### config.mk
export PLATFORM = sky130hd
export DESIGN_NAME = pfst_cell
export DESIGN_NICKNAME = d
export VERILOG_FILES = /design/src/rtl/pfst_pkg.sv /design/src/rtl/pfst_cell.sv
export SDC_FILE = /design/constraint.sdc
export NUM_CORES = 1
export LEC_CHECK = 0
export ABC_AREA = 1
export BUFFER_PORTS_ARGS = -buffer_cell sky130_fd_sc_hd__buf_2
export CORE_MARGIN = 4
export CORE_UTILIZATION = 46
export CTS_CLUSTER_SIZE = 10
export DETAILED_ROUTE_END_ITERATION = 10
export PLACE_DENSITY_LB_ADDON = 0.2
export SETUP_SLACK_MARGIN = 0.1
export SYNTH_ARGS = -nofsm -noshare
export SYNTH_HDL_FRONTEND = slang
export SYNTH_SLANG_ARGS = --single-unit
### constraint.sdc
create_clock -name clk -period 2.2 [get_ports clk]
set_input_delay 0.11 -clock clk [delete_from_list [all_inputs] [get_ports clk]]
set_output_delay 0.11 -clock clk [all_outputs]
set_load 0.01 [all_outputs]
### src/rtl/pfst_pkg.sv
// Shared types and constants for the prime filter sorted table.
package pfst_pkg;

  localparam int VAL_BITS = 16;
  localparam int DIV_BITS = VAL_BITS / 2 + 1;
  localparam int SQ_BITS  = 2 * DIV_BITS;
  localparam int REM_BITS = DIV_BITS + 1;
  localparam int BIT_IDX  = $clog2(VAL_BITS);

  typedef enum logic [1:0] {
    ST_INSERTED  = 2'd0,
    ST_NOT_PRIME = 2'd1,
    ST_FOUND     = 2'd2,
    ST_FULL      = 2'd3
  } status_t;

  typedef enum logic [2:0] {
    S_IDLE,
    S_PRIME,
    S_RUN,
    S_RIPPLE,
    S_FIN
  } ctrl_state_t;

  typedef enum logic [1:0] {
    PR_IDLE,
    PR_CHK,
    PR_DIV
  } prime_state_t;

  // Token moving down the cell chain: a search or a rippling displaced entry.
  typedef struct packed {
    logic                vld;
    logic                srch;
    logic                req;
    logic                full;
    logic                eq;
    logic [VAL_BITS-1:0] val;
  } token_t;

  // Events a cell raises when a search token meets its sorted place.
  typedef struct packed {
    logic hit;
    logic found;
    logic ins;
  } cell_ev_t;

endpackage

### src/rtl/pfst_cell.sv
// One table entry of the sorted chain: compare, insert, pass displaced entry on.
module pfst_cell #(
  parameter int VW = 16
) (
  input  logic              clk,
  input  logic              rst,
  input  pfst_pkg::token_t  tin,
  output pfst_pkg::token_t  tout,
  output pfst_pkg::cell_ev_t ev
);
  import pfst_pkg::*;

  logic [VW-1:0] stored;
  logic          valid;
  logic          le;
  token_t        tout_next;

  always_comb begin
    le        = valid && (VAL_BITS'(stored) <= tin.val);
    ev        = '0;
    tout_next = '0;
    if (tin.vld && tin.srch) begin
      if (le) begin
        tout_next    = tin;
        tout_next.eq = (VAL_BITS'(stored) == tin.val);
      end else begin
        ev.hit   = 1'b1;
        ev.found = tin.req && tin.eq;
        ev.ins   = !(tin.req && tin.eq) && !tin.full;
        if (ev.ins && valid) begin
          tout_next.vld = 1'b1;
          tout_next.val = VAL_BITS'(stored);
        end
      end
    end else if (tin.vld && valid) begin
      tout_next.vld = 1'b1;
      tout_next.val = VAL_BITS'(stored);
    end
  end

  always_ff @(posedge clk) begin
    if (rst) begin
      valid    <= 1'b0;
      tout.vld <= 1'b0;
    end else begin
      tout.vld <= tout_next.vld;
      if (ev.ins || (tin.vld && !tin.srch)) begin
        stored <= VW'(tin.val);
        valid  <= 1'b1;
      end
    end
    tout.srch <= tout_next.srch;
    tout.req  <= tout_next.req;
    tout.full <= tout_next.full;
    tout.eq   <= tout_next.eq;
    tout.val  <= tout_next.val;
  end

endmodule

## Yosys cells after proc, flatten, opt, wreduce, memory -nomap -nowiden

Cells that the tools add are included.

| word-level totals | value |
|---|---|
| register bits after elaboration | 38 |
| latch bits | 0 |
| bits in writable memories | 0 |
| ROM bits | 0 |
| bits of input ports | 23 |
| output and inout bits | 24 |
| word-level logic and storage cells | 34 |
| memories | 0 |

| operators by class | value |
|---|---|
| $add $sub $neg | 0 |
| multiply operators | 0 |
| div/mod/pow operators | 0 |
| $lt $le $gt $ge | 1 |
| eq/ne operators | 1 |
| shift-type cells | 0 |
| muxes and demuxes | 10 |
| bitwise logic cells | 1 |
| reductions and logical operators | 13 |

Operator list:

| cell | count |
|---|---|
| 16-bit two-way mux | 4 |
| 16-bit == test | 1 |
| 16-bit less-or-equal comparator | 1 |
| 1-bit logical AND | 7 |
| 3-bit two-way mux | 2 |
| 1-bit two-way mux | 4 |
| 2-bit AND reduction | 2 |
| 1-bit zero test | 3 |
| 1-bit logical OR | 1 |
| 1-bit inverter | 1 |

## Logic depth before layout (Yosys ltp)

| depth | value |
|---|---|
| depth after elaboration | 7 |
| gate-level depth with buffers | 17 |
| mapped depth without buffers | 17 |

## Least setup slack after synthesis

No wires, ideal clock.

| timing path | value |
|---|---|
| path type | register -> register |
| from | reg stored[7] |
| to | reg stored[0], enable pin |
| setup time | 0.364 ns |
| arrival time | 1.778 ns |
| data required time | 1.836 ns |
| setup slack | 0.058 ns |
| cell stages (with the launch flop) | 14 |
| buffers on the path | 0 |
| period minus slack after synthesis | 2.142 ns |
| cells stage by stage | edfxtp_1 -> ha_1 -> nand2_1 -> nor2_1 -> nand2_1 -> nand2_1 -> nand2_1 -> nand2_1 -> nand2_2 -> nand2_4 -> nand3_1 -> nand2_1 -> nand2_1 -> inv_1 |

| on the way | value |
|---|---|
| cells in the longest elaborated chain, start to end | 6 |

Ends and longest elaborated chain:

| element | RTL line | text |
|---|---|---|
| start: declaration | pfst_cell.sv:13 | `logic [VW-1:0] stored;` |
| start signal: assignment | pfst_cell.sv:48 | `stored <= VW'(tin.val);` |
| 16-bit less-or-equal comparator | pfst_cell.sv:19 | `le = valid && (VAL_BITS'(stored) <= tin.val);` |
| 1-bit logical AND | pfst_cell.sv:19 |  |
| 3-bit two-way mux | pfst_cell.sv:23 | `if (le) begin` |
| 3-bit two-way mux | pfst_cell.sv:22 | `if (tin.vld && tin.srch) begin` |
| 1-bit logical OR | pfst_cell.sv:47 | `if (ev.ins \|\| (tin.vld && !tin.srch)) begin` |
| 2-bit AND reduction (no line) | n/a |  |

Every way passes these cells.
A chain may end at the register's enable or synchronous reset.

==> summary.txt <==
DIE AREA - 4820 sq um
Syn nets - 215
Vias - 1440
Clock-pin slew on the worst setup and hold paths - 0.07 ns
Worst r2r path cells - 13
DR DRC count - 0
Register area - 921 sq um
Cell variety after synth - 24
CTS tree - done
Worst VDD drop - 0.389 mV
Least-Margin Pin Slew - 0.340 ns
Initial antenna violation count - 0
CP peak stage delay - 0.44 ns
Mux share of post-synthesis cell area - 0%
Fillers - 277
CTS sink count - 38
Synth Area in Compound Gates - 9.88%
Finished Layout Cells - 295
Final setup viols - 17
Starting Density - 47.4%
Total leakage power - 1.22 nW
Crit path buf inv count - 3
Post-route ant nets - 0
Asr flop ratio synth - 0%
Rows - 22
Num CTS Buffers - 5
FMAX - 0.442 GHz
Placed Area - 2030 sq um
Worst hold-check path type - primary input to flip-flop
Post-synth EDFFs - 16
Critical path cell sequence - ha_4, nand2_1, nor2_4, nand2_1, nand2_1, nand2_1, nand2_2, nand2_2, nand2_4, buf_6, inv_4, nor3_2, buf_2
Number of diodes - 0
Post-layout net count - 285
Core Box Area - 3660 sq um
Type of the worst setup path - flip-flop to primary output
Syn Std Cell Area - 1740 sq um
Total track usage - 14.6%
Hold Path Origin - tin[10]
GP Congestion - 0.853
Vias in the first global route - 1405
Synth Area in Simple Gates - 17.8%
Worst min-delay path endpoint - stored[10]
FF-to-FF setup slack - -0.02 ns
Crit-path slowest cell - edfxtp_1
Rel. slew slack - 77.3%
Crit path max-delay family - simple AND/OR/NAND/NOR gates
P per Cell Area - 632 nW/um^2
Post-DP HPWL - 2380 microns
Die X - 69.4 microns
Port Buffers - 46
Final Cycle Share - 103%
Post-Synth Adder-Cell Area - 11.5%
Dpl cells - 270
Syn Inst Count - 176
First-pass GRT wire length - 5690 microns
Largest net degree at the start of global routing - 20
Req. time, crit path - 2.09 ns
Setup crit start - stored[5]
Worst path depth - 13
Synth-to-layout area growth - 46.5%
Clk root buf - clkbuf_8
Worst setup SP type - flip-flop
Synth Warn # - 0
Endpoint class of the critical path - primary output
Clock buffer depth - 2
Avg Inst Size Synth - 9.86 sq um
CP dominant cell by count - nand2_1
Grt ovf - 0
Final hold vios - 0
Final min period - 2.26 ns
Largest family of logic cells by synthesized area - simple AND/OR/NAND/NOR gates
Final instance area - 2540 sq um
Crit path DAT - 2.15 ns
WL final - 4060 microns
Hold path depth - 1
Sequential share of the synthesized area - 53.1%
Pins over their slew limit - 0
Synth Area in XOR/XNOR - 0%
Run status - complete, but fails checks
Pre-Repair DR Iteration Count - 4
Setup ws final - -0.0606 ns
CP Max Fanout - 2
RSZ-0062 raised after global routing - true
Max Cap Viol - 0
H-tree levels - 2
Failing checks - setup timing
Layout cells sized above 1 - 47.8%
Starting DRT DRC Count - 42
Num ports - 47
Multi-input logic area - 895 sq um
Post-DR wirelength/cell - 13.8 microns
Prevailing post-synth register cell - dfxtp_1
Worst R2R End - stored[14]
Skew-Pair Late Insertion Delay - 0.29 ns
R2R Path Start - stored[7]
Synthesized flop and latch total - 38
Skew final - 0.00681 ns
DIE HEIGHT - 69.4 microns
Vias/cell - 4.88
-- cells by family after synthesis --
group                    after synthesis
buffers and inverters                 32
flip-flops                            38
AO/OA/AOI/OAI                         26
adder cells (fa/ha/maj)               16
AND/OR/NAND/NOR                       64
-- area by class of cell --
cell class	count	area share, %
sequential	38	36.2
multi-input combinational	107	35.2
timing repair buffer	62	16.4
inverter	30	5.17
clock buffer	7	3.40
tap	48	2.36
timing repair inverter	2	1.08
clock inverter	1	0.197
-- registers in the layout, summed over array words and instances, names as in the netlist --
| register | cells |
|---|---|
| valid | 1 |
| tout | 21 |
| stored | 16 |
-- through the flow --
| step | util (%) | TNS [ns] | hold WS (ns) | setup WS [ns] | total power [mW] |
|---|---|---|---|---|---|
| 6_report | 69.4 | -0.245 | 0.00371 | -0.0606 | 1.61 |
| 5_1_grt | 69.4 | -3.86 | 0.00968 | -0.160 | 1.68 |
| 4_1_cts | 60.4 | 0 | 0.000887 | 0.0429 | 1.54 |
| 3_5_place_dp | 55.3 | -1.62 | 0.305 | -0.102 | 1.02 |
| 3_3_place_gp | 55.3 | -0.643 | 0.303 | -0.0406 | 1.02 |
| 2_1_floorplan | - | 0 | 0.170 | 0.162 | 0.947 |
-- routing by layer --
layer | vias to the layer above | share of wire [%] | track usage, %
met4 | 0 | 3.7 | 6.07
met2 | 48 | 50 | 25.8
met5 | - | 0 | 0
met3 | 19 | 6.1 | 3.77
met1 | 660 | 40 | 16.5
li1 | 713 | - | -
-- worst max path at each step --
stage                      to  slack (ns)
floorplan           stored[0]        0.16
global placement    stored[4]       -0.04
detailed placement  stored[4]       -0.10
CTS                     ev[1]        0.04
global route            ev[1]       -0.16
finish                  ev[1]       -0.06
-- power breakdown --
group / switching (mW) / leakage (nW) / internal [mW]
sequential: 0.0218 / 0.327 / 0.779
clock: 0.240 / 0.0482 / 0.253
combinational: 0.171 / 0.845 / 0.143
-- cell usage after synthesis (2+ instances only) --
cell	instances	area share (%)
nand2_2	2	0.72
nand2_1	43	9.3
a21oi_1	6	1.7
nor2_2	3	1.1
dfxtp_1	22	25
nand3_1	3	0.86
o21ai_0	10	2.9
ha_1	16	12
o21ai_2	7	3.5
inv_1	29	6.3
edfxtp_1	16	28
nor2_1	7	1.5
-- repair_timing --
action,CTS,global route
pin swaps,3,8
endpoints found under the setup margin,18,39
gates resized for setup,6,49
cloned,0,4
setup buffers,5,8
hold buffers,0,0
-- layout by cell type, fill, tap and decap left out, types with 2 or more instances in the layout --
cell type,Yosys,final
buf_2,0,46
nand2_1,43,38
inv_1,29,27
dfxtp_1,22,22
edfxtp_1,16,16
o21ai_2,7,13
ha_1,16,9
buf_4,1,9
nand2_2,2,7
ha_4,0,7
nor2_1,7,6
clkbuf_8,0,6
a21oi_1,6,4
nor2_4,0,3
o21ai_1,0,3
buf_6,1,3
buf_12,0,3
a21oi_2,0,2
nand3_4,0,2
o21ai_4,0,2
No activity file was read; power rests on OpenSTA's default activity.
