## config.mk

```make
export PLATFORM = sky130hd
export DESIGN_NAME = pfst_prime
export DESIGN_NICKNAME = d
export VERILOG_FILES = /design/src/rtl/pfst_pkg.sv /design/src/rtl/pfst_prime.sv
export SDC_FILE = /design/constraint.sdc
export NUM_CORES = 1
export LEC_CHECK = 0
export BUFFER_PORTS_ARGS = -buffer_cell sky130_fd_sc_hd__buf_2
export CAP_MARGIN = 15
export CORE_MARGIN = 5
export CORE_UTILIZATION = 39
export CTS_CLUSTER_DIAMETER = 100
export DETAILED_ROUTE_END_ITERATION = 6
export MAX_ROUTING_LAYER = met4
export PLACE_DENSITY = 0.58
export SETUP_SLACK_MARGIN = 0.2
export SYNTH_ARGS = -nofsm -noshare
export SYNTH_HDL_FRONTEND = slang
export SYNTH_SLANG_ARGS = --single-unit
```

## constraint.sdc

```tcl
create_clock -name clk -period 7.1 [get_ports clk]
set_input_delay 1.42 -clock clk [delete_from_list [all_inputs] [get_ports clk]]
set_output_delay 1.42 -clock clk [all_outputs]
set_load 0.01 [all_outputs]
```

## src/rtl/pfst_pkg.sv

```systemverilog
// Shared types and constants for the prime filter sorted table.
package pfst_pkg;

  localparam int VAL_BITS = 16;
  localparam int DIV_BITS = VAL_BITS / 2 + 1;
  localparam int SQ_BITS  = 2 * DIV_BITS;
  localparam int REM_BITS = DIV_BITS + 1;
  localparam int BIT_IDX  = $clog2(VAL_BITS);

  typedef enum logic [1:0] {
    ST_INSERTED  = 2'd0,
    ST_NOT_PRIME = 2'd1,
    ST_FOUND     = 2'd2,
    ST_FULL      = 2'd3
  } status_t;

  typedef enum logic [2:0] {
    S_IDLE,
    S_PRIME,
    S_RUN,
    S_RIPPLE,
    S_FIN
  } ctrl_state_t;

  typedef enum logic [1:0] {
    PR_IDLE,
    PR_CHK,
    PR_DIV
  } prime_state_t;

  // Token moving down the cell chain: a search or a rippling displaced entry.
  typedef struct packed {
    logic                vld;
    logic                srch;
    logic                req;
    logic                full;
    logic                eq;
    logic [VAL_BITS-1:0] val;
  } token_t;

  // Events a cell raises when a search token meets its sorted place.
  typedef struct packed {
    logic hit;
    logic found;
    logic ins;
  } cell_ev_t;

endpackage

```

## src/rtl/pfst_prime.sv

```systemverilog
// Trial-division primality test, one remainder bit per cycle while dividing.
module pfst_prime (
  input  logic                         clk,
  input  logic                         rst,
  input  logic                         start,
  input  logic [pfst_pkg::VAL_BITS-1:0] val,
  output logic                         done,
  output logic                         prime
);
  import pfst_pkg::*;

  prime_state_t           state, state_next;
  logic [VAL_BITS-1:0]    v;
  logic [DIV_BITS-1:0]    d;
  logic [SQ_BITS-1:0]     dsq;
  logic [REM_BITS-1:0]    rem;
  logic [BIT_IDX-1:0]     bc;
  logic [REM_BITS-1:0]    r_sh;
  logic [REM_BITS-1:0]    r_new;

  always_comb begin
    r_sh  = {rem[REM_BITS-2:0], v[bc]};
    r_new = (r_sh >= {1'b0, d}) ? r_sh - {1'b0, d} : r_sh;
  end

  always_comb begin
    state_next = state;
    case (state)
      PR_IDLE: if (start) state_next = PR_CHK;
      PR_CHK: begin
        if (v < VAL_BITS'(2) || dsq > SQ_BITS'(v)) state_next = PR_IDLE;
        else state_next = PR_DIV;
      end
      PR_DIV: begin
        if (bc == '0) state_next = (r_new == '0) ? PR_IDLE : PR_CHK;
      end
      default: state_next = PR_IDLE;
    endcase
  end

  always_ff @(posedge clk) begin
    if (rst) begin
      state <= PR_IDLE;
      done  <= 1'b0;
    end else begin
      state <= state_next;
      done  <= 1'b0;
      case (state)
        PR_IDLE: begin
          if (start) begin
            v   <= val;
            d   <= DIV_BITS'(2);
            dsq <= SQ_BITS'(4);
          end
        end
        PR_CHK: begin
          rem <= '0;
          bc  <= BIT_IDX'(VAL_BITS - 1);
          if (v < VAL_BITS'(2)) begin
            done  <= 1'b1;
            prime <= 1'b0;
          end else if (dsq > SQ_BITS'(v)) begin
            done  <= 1'b1;
            prime <= 1'b1;
          end
        end
        PR_DIV: begin
          rem <= r_new;
          bc  <= bc - 1'b1;
          if (bc == '0) begin
            if (r_new == '0) begin
              done  <= 1'b1;
              prime <= 1'b0;
            end else begin
              // (d+1)^2 = d^2 + 2d + 1
              dsq <= dsq + SQ_BITS'({d, 1'b1});
              d   <= d + 1'b1;
            end
          end
        end
        default: ;
      endcase
    end
  end

endmodule

```

[After elaboration in Yosys (flattened, before gate mapping)]
Cells that the tools add are included.
Storage, ports and cells
  register bits: 60
  input bits: 19
  output and inout bits: 2
  word-level logic and storage cells: 63
Operators by class
  bitwise logic cells: 1
  $lt $le $gt $ge: 4
  muxes and demuxes: 28
  equal/unequal tests: 7
  add/subtract/negate cells: 4
  reduce and logical (&&, ||, !) cells: 11
Operator list (number)
  18-bit 2-to-1 mux: 3
  18-bit one-hot mux with 2 select lines: 1
  9-bit one-hot mux with 2 select lines: 2
  9-bit 2-to-1 mux: 3
  18-bit by 10-bit adder with 18-bit output: 1
  18-bit by 16-bit greater-than comparator with 1-bit output: 1
  16-bit by 2-bit less-than comparator with 1-bit output (second input constant): 1
  10-bit by 9-bit >= comparator with 1-bit output: 1
  10-bit logical NOT: 1
  1-bit 2-to-1 mux: 10
  10-bit 2-to-1 mux: 1
  5-bit AND reduction: 2
  10-bit by 9-bit subtractor with 10-bit output: 1
  9-bit by 1-bit adder with 9-bit output (second input constant): 1
  2-bit inequality test (second input constant): 4
  4-bit one-hot mux with 2 select lines: 1
  2-bit 2-to-1 mux: 3
  2-bit one-hot mux with 3 select lines: 1
  4-bit by 5-bit less-than comparator with 1-bit output (second input constant): 1
  1-bit binary-select mux with 4-bit select: 1
  4-bit logical NOT: 1
  1-bit one-hot mux with 2 select lines: 2
  2-bit AND reduction: 2
  2-bit nonzero test: 2
  8 further kinds: 8

[Longest topological paths before layout]
Gate-level depths: netlist (run 1).
  word-level depth: 8
  depth in mapped cells: 14
  depth with buffers taken out: 13

[Worst setup path after synthesis (run 1)]
OpenSTA, ideal clock, no wires.
  path kind: register to register
  start point: register bc[0]
  end point: register d[0], enable pin
  path slack: 1.503 ns
  required time: 6.647 ns
  arrival time: 5.144 ns
  period minus slack after synthesis: 5.597 ns
  library setup time: 0.453 ns
  cell stages (with the launch flop): 15
  path buffers: 1
  cells stage by stage: edfxtp_1 -> clkbuf_1 -> mux4_2 -> mux2i_1 -> mux2_2 -> ha_1 -> inv_1 -> fa_1 -> a21o_1 -> a221oi_2 -> o21ai_0 -> xor2_1 -> o31a_1 -> o31ai_1 -> a211oi_1
On the way
  longest elaborated chain between the ends: 7
  elaborated cells on any way between the ends: 10
  those cells by class: add/sub: 1; order compare: 1; eq/ne: 2; mux: 3; reduce/logical: 3
RTL lines
  start: declaration: RTL line pfst_prime.sv:17  | logic [BIT_IDX-1:0] bc;
  start signal: assignment: RTL line pfst_prime.sv:58  | bc <= BIT_IDX'(VAL_BITS - 1);
  start signal: assignment: RTL line pfst_prime.sv:69  | bc <= bc - 1'b1;
  1-bit binary-select mux with 4-bit select: RTL line pfst_prime.sv:22  | r_sh = {rem[REM_BITS-2:0], v[bc]};
  1-bit 2-to-1 mux (not written as such): RTL line pfst_prime.sv:22
  10-bit by 9-bit subtractor with 10-bit output or 10-bit by 9-bit >= comparator with 1-bit output (tied branches): RTL line pfst_prime.sv:23  | r_new = (r_sh >= {1'b0, d}) ? r_sh - {1'b0, d} : r_sh;
  10-bit 2-to-1 mux: RTL line pfst_prime.sv:23
  10-bit logical NOT: RTL line pfst_prime.sv:71  | if (r_new == '0) begin
  2-bit inequality test (no source line)
  5-bit AND reduction (no source line) (*)
  end signal: assignment: RTL line pfst_prime.sv:77  | d <= d + 1'b1;
  end: declaration: RTL line pfst_prime.sv:14  | logic [DIV_BITS-1:0] d;
Every way passes the cells marked *; elsewhere a longest branch is shown, timed or not. The select of a mux whose other input is x is not followed.
A chain may end at the register's enable or synchronous reset.

[Final worst setup path (run 1)]
  start point: register bc[0]
  end point: register d[6], enable pin
Same word-level chain as after synthesis.

==> results.py, run 1 <==
metrics = {
    "cts": {
        "numCtsBuffers": 9,
        "path_clk_slew_ns": 0.07,
        "cts_hold_buf": 0,
        "cts_resized": 0,
        "insertion_delay_ns": 0.34,
        "cts_tree": "built",
        "cts_sinks": 60,
        "cts_max_path_buffers": 2,
        "post_cts_buffers": 0,
        "root_buffer": "clkbuf_8",
        "cts.htree.levels": 3,
    },
    "synthesis": {
        "ys_types": 54,
        "ys_seq_area_share_pct": 41.9,
        "synth_edf_count": 57,
        "synth_common_cells": "edfxtp_1, inv_1, nand2_1",
        "synth_xor_area_share_pct": 2.90,
        "synth.area.mux_share_pct": 5.24,
        "synth_top_family_by_area": "simple AND/OR/NAND/NOR gates",
        "async_flop_share_pct": 0,
        "synth_area_leader_cell": "edfxtp_1",
        "synth_top_area_share_pct": 40.5,
        "yosysMostFrequentCell": "edfxtp_1",
        "synth-main-ff-cell": "edfxtp_1",
        "yosys.area_share.simple_pct": 17.5,
        "synth_area_per_cell_sq_um": 9.74,
        "synth.area.top_cells": "edfxtp_1, ha_1, a21oi_1",
        "ys_ff_latch": 60,
        "synth.cell_area_sq_um": 4230,
        "synthesis.instances": 434,
        "yosys.area_share.adder_pct": 12.8,
        "syn-num-nets": 495,
        "yosysWarningCount": 0,
        "synth_compound_area_share_pct": 14.7,
    },
    "layout": {
        "area_growth_pct": 11.5,
        "n_antenna_cell": 0,
        "seqCellArea_sq_um": 1770,
        "instances_no_fill": 604,
        "design_area_sq_um": 4710,
        "final_net_count": 520,
        "multi_input_area_sq_um": 2260,
        "fillCellCount": 1028,
        "drive_gt1_share_pct": 10.8,
    },
    "run_status": {
        "status": "complete, no violations",
    },
    "grt": {
        "grt_usage_pct": 15.8,
        "grt_pass1_wl_mm": 15.9,
        "gr-total-overflow": 0,
        "grt_max_degree": 30,
        "antenna_found_initial": 0,
        "grt_pass1_vias": 3187,
    },
    "critical_path": {
        "max_stage_delay_ns": 0.55,
        "end_kind": "register",
        "worstPathArrival_ns": 4.78,
        "critical_path_class": "reg2reg",
        "r2r_start": "bc[0]",
        "path_cells": "mux4_2 -> mux2i_1 -> mux2_2 -> ha_1 -> inv_1 -> fa_1 -> a21o_1 -> a221oi_2 -> nor3_2 -> nor2_1 -> a22oi_1 -> o31ai_1 -> a211oi_4 -> buf_4",
        "crit_buf_inv": 2,
        "cp_slowest_cell": "edfxtp_1",
        "rrSetupSlack_ns": 2.37,
        "crit_path_start_kind": "register",
        "cp_top_family": "compound AO/OA/AOI/OAI gates",
        "cp_max_fo": 27,
        "required_ns": 7.15,
        "crit_start": "bc[0]",
    },
    "routing": {
        "routed_via_density": 5.41,
        "vias": 3266,
        "wl_per_cell_um": 15.9,
        "ant_nets": 0,
        "drt_iter0_drc": 231,
        "drt_pass1_iterations": 4,
        "drc": 0,
        "routed_wl_mm": 9.58,
    },
    "power": {
        "vdd_drop_max_mv": 0.122,
        "finalPower_mw": 1.03,
        "power.density_nw_per_um2": 218,
        "p_switching_mw": 0.316,
        "pwr-share-clk_pct": 33.0,
        "seqPwrFrac_pct": 43.2,
        "pwr-share-comb_pct": 23.8,
        "swShare_pct": 30.7,
        "p_leak_nw": 1.86,
        "p_int_mw": 0.713,
    },
    "sta": {
        "slew_headroom_pct": 26.2,
        "maxSlewViolCount": 0,
        "max_freq_mhz": 211,
        "worst-slew-pin-transition_ns": 1.11,
        "finalHoldViolCount": 0,
        "skew_ns": 0.00939,
        "fin_crit_ns": 4.73,
        "rsz0062_at_grt": "false",
        "hold_ws_ns": 0.509,
        "setup_violations": 0,
        "tns_ns": 0,
        "post-route-period-util_pct": 66.6,
    },
    "min_path": {
        "min-delay-start": "state[1]",
        "hold_path.class": "reg2reg",
    },
    "die": {
        "start_util_pct": 39.3,
        "rows": 38,
        "dieArea_sq_um": 13000,
        "coreArea_sq_um": 10700,
        "fp.dieW_um": 114,
        "ioPinCount": 21,
        "die_h_um": 114,
    },
    "flow_run": {
        "drv_cap": 0,
    },
    "place": {
        "gp_congestion": 0.915,
        "hpwl_mm": 7.26,
        "placed_area_sq_um": 4500,
        "portBuffers": 20,
        "dp.cells": 588,
    },
}
layout make-up:
| cell class | count | area share [%] |
|---|---|---|
| clock inverters | 7 | 1.91 |
| clock buffers | 9 | 2.63 |
| flip-flops and latches | 60 | 37.6 |
| well taps | 140 | 3.72 |
| repair buffers | 23 | 2.60 |
| multi-input cells | 320 | 48.0 |
| inverters | 45 | 3.58 |
power groups by stage:
| stage | Combinational (mW) | Clock (mW) | Sequential [mW] |
|---|---|---|---|
| after floorplan | 0.184 | 0 | 0.444 |
| after global placement | 0.242 | 0 | 0.452 |
| after detailed placement | 0.242 | 0 | 0.453 |
| after CTS | 0.245 | 0.350 | 0.445 |
| after global routing | 0.276 | 0.364 | 0.448 |
| final | 0.245 | 0.340 | 0.445 |
registers in the layout, summed over array words and instances, names as in the netlist:
signal / flops
dsq: 18
state: 2
v: 16
d: 9
bc: 4
rem: 9
done: 1
prime: 1
cell families after synthesis:
kind of cell	Yosys count
AND/OR/NAND/NOR	146
AO/OA/AOI/OAI	101
flip-flops	60
buffers and inverters	54
adder cells (fa/ha/maj)	42
multiplexers	17
XOR/XNOR	14
metal layers:
| metal | global-route usage [%] | share of wire, % | up-vias |
|---|---|---|---|
| li1 | - | - | 1633 |
| met1 | 22.0 | 49 | 1567 |
| met2 | 23.5 | 45 | 57 |
| met3 | 3.28 | 4.5 | 9 |
| met4 | 4.51 | 1.5 | 0 |
| met5 | - | 0 | - |
through the flow:
stage / setup WS, ns / util, %
after floorplan: 1.50 / -
after global placement: 2.57 / 41.9
after detailed placement: 2.41 / 41.9
after CTS: 2.36 / 43.9
after global routing: 2.10 / 43.9
final: 2.37 / 43.9
path summary, 6_finish.rpt:
| path | to | depth (start not counted) |
|---|---|---|
| setup / recovery | d[6] | 14 |
| hold reg to reg | state[1] | 2 |
| setup reg to reg | d[6] | 14 |
| hold / removal | state[1] | 2 |
layout by cell type, fill, tap and decap left out, types with 4 or more instances in the layout:
cell type	netlist	routed
a211oi_1	5	4
a21o_1	9	9
a21oi_1	34	34
and3_1	7	7
buf_2	1	20
clkbuf_8	0	9
edfxtp_1	57	57
ha_1	40	40
inv_1	44	44
mux2i_1	12	12
mux4_2	4	4
nand2_1	44	44
nand2b_1	13	13
nand3_1	14	14
nor2_1	25	25
nor2b_1	4	4
nor3_1	10	10
nor4_1	5	5
o21ai_0	23	23
o21ai_1	5	5
o31ai_1	4	4
or3_1	6	6
xnor2_1	11	11
worst min-delay path: cells and delay by family, from the launching register on:
kind,cells,cell delay [ns]
and+or+nand+nor,1,0.07
DFF,1,0.35
AOI/OAI and AO/OA,1,0.05
No activity file was read; power rests on OpenSTA's default activity.
==> run 2: changes to the inputs <==
==> constraint.sdc (replaced) <==
create_clock -name clk -period 4.5 [get_ports clk]
set_input_delay 0.9 -clock clk [delete_from_list [all_inputs] [get_ports clk]]
set_output_delay 0.9 -clock clk [all_outputs]
set_load 0.01 [all_outputs]
==> run 2 against run 1 <==
Against the previous run: via count is 1.2% higher; combinational power is 74% higher; register-to-register slack worse by 2.0 ns; non-clock buffer count increased by 9; clock power grew 36%; global-route usage increased by 0.20 points; utilization rose by 1.1 points; power is 55% higher; sequential power is 58% higher; first-iteration DRC count grew 18%; setup slack worse by 2.0 ns; sequential share of layout area is 0.95 points lower; largest power group unchanged.
==> results.py, run 2 (synthesized netlist as in run 1, its figures left out) <==
metrics = {
    "sta": {
        "setup_violations": 0,
        "rsz0062_at_grt": "false",
        "worst-slew-pin-transition_ns": 0.768,
        "fin_crit_ns": 4.16,
        "slew_headroom_pct": 48.3,
        "maxSlewViolCount": 0,
        "tns_ns": 0,
        "skew_ns": 0.0133,
        "hold_ws_ns": 0.511,
        "post-route-period-util_pct": 92.5,
        "finalHoldViolCount": 0,
        "max_freq_mhz": 240,
    },
    "layout": {
        "top_regs": "dsq: 18 flops, v: 16 flops",
        "regMostFlops": "dsq",
        "layout_commonest_cell": "edfxtp_1",
        "design_area_sq_um": 4830,
        "fin_util_pct": 45.0,
        "instances_no_fill": 613,
        "n_antenna_cell": 0,
        "final_cell_mix": "edfxtp_1, inv_1, nand2_1",
        "fillCellCount": 1040,
        "largest_reg_flops": 18,
        "drive_gt1_share_pct": 13.7,
        "final_net_count": 529,
        "area_growth_pct": 14.4,
    },
    "routing": {
        "drt_pass1_iterations": 5,
        "routed_via_density": 5.39,
        "vias": 3306,
        "routed_wl_mm": 10.0,
        "wl_per_cell_um": 16.4,
        "ant_nets": 0,
        "drt_iter0_drc": 272,
        "drc": 0,
    },
    "cts": {
        "cts.htree.levels": 3,
        "cts_hold_buf": 0,
        "cts_max_path_buffers": 2,
        "numCtsBuffers": 9,
        "cts_tree": "built",
        "insertion_delay_ns": 0.34,
        "path_clk_slew_ns": 0.08,
        "cts_sinks": 60,
        "root_buffer": "clkbuf_8",
    },
    "power": {
        "power.density_nw_per_um2": 329,
        "pwr-share-clk_pct": 29.1,
        "pwr-share-comb_pct": 26.8,
        "vdd_drop_max_mv": 0.155,
        "p_int_mw": 1.04,
        "p_switching_mw": 0.548,
        "p_leak_nw": 1.90,
        "swShare_pct": 34.4,
        "seqPwrFrac_pct": 44.1,
    },
    "grt": {
        "grt_usage_pct": 16.0,
        "grt_max_degree": 30,
        "grt_pass1_vias": 3138,
        "gr-total-overflow": 0,
        "grt_pass1_wl_mm": 16.1,
        "antenna_found_initial": 0,
    },
    "flow_run": {
        "drv_cap": 0,
    },
    "die": {
        "rows": 38,
        "dieArea_sq_um": 13000,
        "coreArea_sq_um": 10700,
        "ioPinCount": 21,
        "fp.dieW_um": 114,
        "start_util_pct": 39.3,
        "die_h_um": 114,
    },
    "critical_path": {
        "r2r_start": "bc[0]",
        "rrSetupSlack_ns": 0.34,
        "crit_path_start_kind": "register",
        "cp_max_fo": 14,
        "end_kind": "register",
        "r2r_end": "d[8]",
        "worstPathArrival_ns": 4.26,
        "worstRegToRegCells": 15,
        "critical_path_class": "reg2reg",
        "required_ns": 4.59,
        "crit_start": "bc[0]",
    },
    "place": {
        "placed_area_sq_um": 4530,
        "dp.cells": 591,
        "hpwl_mm": 7.45,
        "portBuffers": 20,
        "gp_congestion": 0.882,
    },
    "min_path": {
        "hold_depth": 2,
        "min-delay-start": "state[1]",
        "hold_path.class": "reg2reg",
        "hold_path_end": "state[1]",
    },
    "run_status": {
        "status": "complete, no violations",
    },
}
## run 2: cell count changes in the layout (fill, tap and decap cells not counted), moves of 2 or more
cell,change
o21ai_0,-2
inv_6,+2
clkinv_1,-2
buf_6,+2
buf_4,+5
o21ai_1,+2
bufinv_16,-2
clkinvlp_4,+2
## run 2: per-stage QoR
stage	total power, mW	worst slack, ns
after floorplan	0.994	0.232
after global placement	1.10	0.124
after detailed placement	1.11	0.0635
after CTS	1.58	0.239
after global routing	1.68	0.122
final	1.59	0.337
## run 2: worst max path at each step
| stage | end | slack [ns] | depth (start not counted) |
|---|---|---|---|
| finish | d[8] | 0.34 | 15 |
| global route | d[5] | 0.12 | 15 |
| CTS | d[5] | 0.24 | 14 |
| detailed placement | dsq[4] | 0.06 | 14 |
| global placement | dsq[3] | 0.12 | 14 |
| floorplan | d[0] | 0.23 | 14 |
## run 2: layout make-up
class	instances	area (sq um)	area share [%]
clock inverter	7	58.8	1.22
inverter	45	169	3.49
sequential	60	1770	36.6
multi-input combinational	320	2310	47.7
clock buffer	9	124	2.56
tap	140	175	3.62
timing repair buffer	32	228	4.71
## run 2: power groups by stage
| stage | Sequential [mW] | Combinational, mW | Clock, mW |
|---|---|---|---|
| 6_report | 0.702 | 0.427 | 0.464 |
| 5_1_grt | 0.708 | 0.474 | 0.498 |
| 4_1_cts | 0.702 | 0.400 | 0.475 |
| 3_5_place_dp | 0.715 | 0.393 | 0 |
| 3_3_place_gp | 0.712 | 0.389 | 0 |
| 2_1_floorplan | 0.699 | 0.295 | 0 |
## run 2: worst max-delay path, stage by stage (launching register included)
cell      delay, ns
edfxtp_1       0.49
mux4_2         0.53
mux2i_1        0.18
mux2_4         0.21
ha_1           0.16
inv_1          0.05
fa_2           0.34
a21o_1         0.21
a221oi_4       0.39
nor3_4         0.08
or4_1          0.41
and3_4         0.21
o31ai_4        0.22
a211oi_4       0.09
buf_6          0.17
buf_12         0.15
## run 2: layer usage
metal  vias up  track usage, %  share of wire, %
met5         -               -                 0
met4         0            3.80              0.74
met3         4            3.12               4.5
met2        87            24.2                46
met1      1562            22.3                48
li1       1653               -                 -
## run 2: repair_timing
| action | in CTS | in global routing |
|---|---|---|
| endpoints found under the setup margin | 28 | 28 |
| cloned | 0 | 2 |
| buffers inserted | 1 | 3 |
| gates resized for setup | 2 | 9 |
| pin swaps | 0 | 7 |
==> run 3: changes to the inputs <==
--- a/config.mk
+++ b/config.mk
@@ -7,8 +7,10 @@
 export LEC_CHECK = 0
 export BUFFER_PORTS_ARGS = -buffer_cell sky130_fd_sc_hd__buf_2
 export CAP_MARGIN = 15
+export CORE_ASPECT_RATIO = 0.7
 export CORE_MARGIN = 5
 export CORE_UTILIZATION = 39
+export CTS_BUF_LIST = sky130_fd_sc_hd__clkbuf_2 sky130_fd_sc_hd__clkbuf_4 sky130_fd_sc_hd__clkbuf_8
 export CTS_CLUSTER_DIAMETER = 100
 export DETAILED_ROUTE_END_ITERATION = 6
 export MAX_ROUTING_LAYER = met4
==> constraint.sdc (replaced) <==
create_clock -name clk -period 4.5 [get_ports clk]
set_input_delay 0.45 -clock clk [delete_from_list [all_inputs] [get_ports clk]]
set_output_delay 0.45 -clock clk [all_outputs]
set_load 0.01 [all_outputs]
==> run 3 against run 2 <==
Against the previous run: global-route usage grew 0.54 points; clock-buffer cell count grew 1; utilization is 0.93 points higher; sequential cell count is the same; critical path depth unchanged; register-to-register slack about the same; non-clock buffer count increased by 2; die area increased by 0.26%; first-iteration DRC count up 12%; clock skew shrank 0.0051 ns; critical endpoint is now d[0]; largest cell class unchanged; highest routed layer unchanged.
==> results.py, run 3 (synthesized netlist as in run 1, its figures left out) <==
metrics = {
    "run_status": {
        "status": "complete, no violations",
    },
    "routing": {
        "drt_pass1_iterations": 5,
        "drt_iter0_drc": 304,
        "routed_via_density": 5.53,
        "wl_per_cell_um": 17.2,
        "routed_wl_mm": 10.4,
        "vias": 3349,
        "ant_nets": 0,
        "drc": 0,
    },
    "cts": {
        "cts.htree.levels": 3,
        "cts_tree": "built",
        "cts_max_path_buffers": 2,
        "numCtsBuffers": 9,
        "insertion_delay_ns": 0.34,
        "root_buffer": "clkbuf_8",
        "cts_hold_buf": 0,
        "cts_sinks": 60,
        "path_clk_slew_ns": 0.06,
    },
    "power": {
        "seqPwrFrac_pct": 45.7,
        "vdd_drop_max_mv": 0.153,
        "swShare_pct": 32.6,
        "pwr-share-comb_pct": 28.4,
        "pwr-share-clk_pct": 25.8,
        "p_int_mw": 1.04,
        "p_switching_mw": 0.501,
        "power.density_nw_per_um2": 320,
        "p_leak_nw": 1.91,
    },
    "sta": {
        "skew_ns": 0.00821,
        "post-route-period-util_pct": 92.5,
        "slew_headroom_pct": 45.5,
        "maxSlewViolCount": 0,
        "tns_ns": 0,
        "finalHoldViolCount": 0,
        "worst-slew-pin-transition_ns": 0.809,
        "max_freq_mhz": 240,
        "hold_ws_ns": 0.283,
        "rsz0062_at_grt": "false",
        "setup_violations": 0,
        "fin_crit_ns": 4.16,
    },
    "die": {
        "start_util_pct": 40.3,
        "fp.dieW_um": 134,
        "dieArea_sq_um": 13000,
        "coreArea_sq_um": 10500,
        "rows": 31,
        "die_h_um": 97.1,
        "ioPinCount": 21,
    },
    "layout": {
        "largest_reg_flops": 18,
        "drive_gt1_share_pct": 13.1,
        "final_net_count": 531,
        "area_growth_pct": 13.8,
        "top_regs": "dsq: 18 flops, v: 16 flops",
        "n_antenna_cell": 0,
        "layout_commonest_cell": "edfxtp_1",
        "regMostFlops": "dsq",
        "final_cell_mix": "edfxtp_1, inv_1, nand2_1",
    },
    "grt": {
        "grt_usage_pct": 16.5,
        "grt_max_degree": 29,
        "grt_pass1_wl_mm": 16.5,
        "grt_pass1_vias": 3130,
        "antenna_found_initial": 0,
        "gr-total-overflow": 0,
    },
    "critical_path": {
        "r2r_end": "d[0]",
        "worstRegToRegCells": 15,
        "crit_path_start_kind": "register",
        "rrSetupSlack_ns": 0.34,
        "cp_max_fo": 7,
        "r2r_start": "bc[0]",
        "critical_path_class": "reg2reg",
        "required_ns": 4.60,
        "worstPathArrival_ns": 4.26,
        "end_kind": "register",
    },
    "min_path": {
        "min-delay-start": "val[13]",
        "hold_path.class": "in2reg",
        "hold_path_end": "v[13]",
        "hold_depth": 1,
    },
    "place": {
        "gp_congestion": 0.938,
        "hpwl_mm": 7.84,
        "portBuffers": 20,
    },
    "flow_run": {
        "drv_cap": 0,
    },
}
==> run 3: cell count changes in the layout (fill, tap and decap cells not counted) <==
cell        change
o21ai_2         +1
clkinv_2        +1
nor4_2          -1
clkinv_4        -2
o21ai_1         -2
o21ai_0         +1
buf_4           +1
clkinvlp_4      -2
nor4_1          +1
buf_6           +1
clkbuf_4        +1
clkinv_1        +4
inv_6           -3
==> run 3: critical path, cell delays in order, from the launching register on <==
cell and delay, ns:
edfxtp_1 0.49, mux4_2 0.55, mux2i_1 0.17, mux2_4 0.19, ha_1 0.16, inv_1 0.06, fa_2 0.34, a21o_1 0.20
a221oi_4 0.40, xnor2_1 0.14, nor4_1 0.25, a22oi_2 0.19, o31ai_4 0.33, a211oi_4 0.11, buf_6 0.17, clkbuf_16 0.16
==> run 3: how the worst max path moves through the flow <==
stage | startpoint | endpoint | slack (ns) | cells after the start
6_report | bc[0] | d[0] | 0.34 | 15
5_1_grt | bc[0] | dsq[8] | 0.18 | 15
4_1_cts | bc[0] | d[8] | 0.26 | 14
3_5_place_dp | bc[0] | d[2] | 0.04 | 14
3_3_place_gp | bc[0] | dsq[4] | 0.10 | 14
2_1_floorplan | bc[0] | d[0] | 0.23 | 14
==> run 3: power by group through the flow <==
stage / logic, mW / clock network, mW / registers (mW)
after floorplan: 0.295 / 0 / 0.699
after global placement: 0.391 / 0 / 0.712
after detailed placement: 0.395 / 0 / 0.714
after CTS: 0.404 / 0.408 / 0.702
after global routing: 0.485 / 0.438 / 0.708
final: 0.437 / 0.397 / 0.703
==> run 3: through the flow <==
step / utilization, % / worst slack, ns / power (mW) / std cells / instance area, sq um
global placement: 43.3 / 0.102 / 1.10 / 584 / 4530
detailed placement: 43.3 / 0.0351 / 1.11 / 584 / 4530
finish: 45.9 / 0.338 / 1.54 / 606 / 4810
floorplan: - / 0.232 / 0.994 / 434 / 4240
CTS: 44.9 / 0.256 / 1.51 / 600 / 4710
global route: 45.9 / 0.177 / 1.63 / 606 / 4810
==> run 3: timing repair <==
item	in CTS	in global routing
gates cloned	0	2
buffers inserted	1	4
pin swaps	0	6
endpoints found under the setup margin	28	28
resized for setup	2	9
endpoints found under the hold margin	0	0
==> run 3: layout make-up <==
class / instances / area (sq um)
clock inverter: 5 / 20.0
multi-input combinational: 320 / 2310
timing repair buffer: 34 / 246
fill: 1028 / 5660
clock buffer: 10 / 131
tap: 132 / 165
inverter: 45 / 169
sequential: 60 / 1770
==> run 3: layer usage <==
layer / global-route usage, % / up-vias / wire, um
li1: - / 1660 / -
met1: 25.7 / 1582 / 5670
met2: 21.3 / 97 / 4100
met3: 4.04 / 10 / 589
met4: 3.83 / 0 / 58
met5: - / - / 0
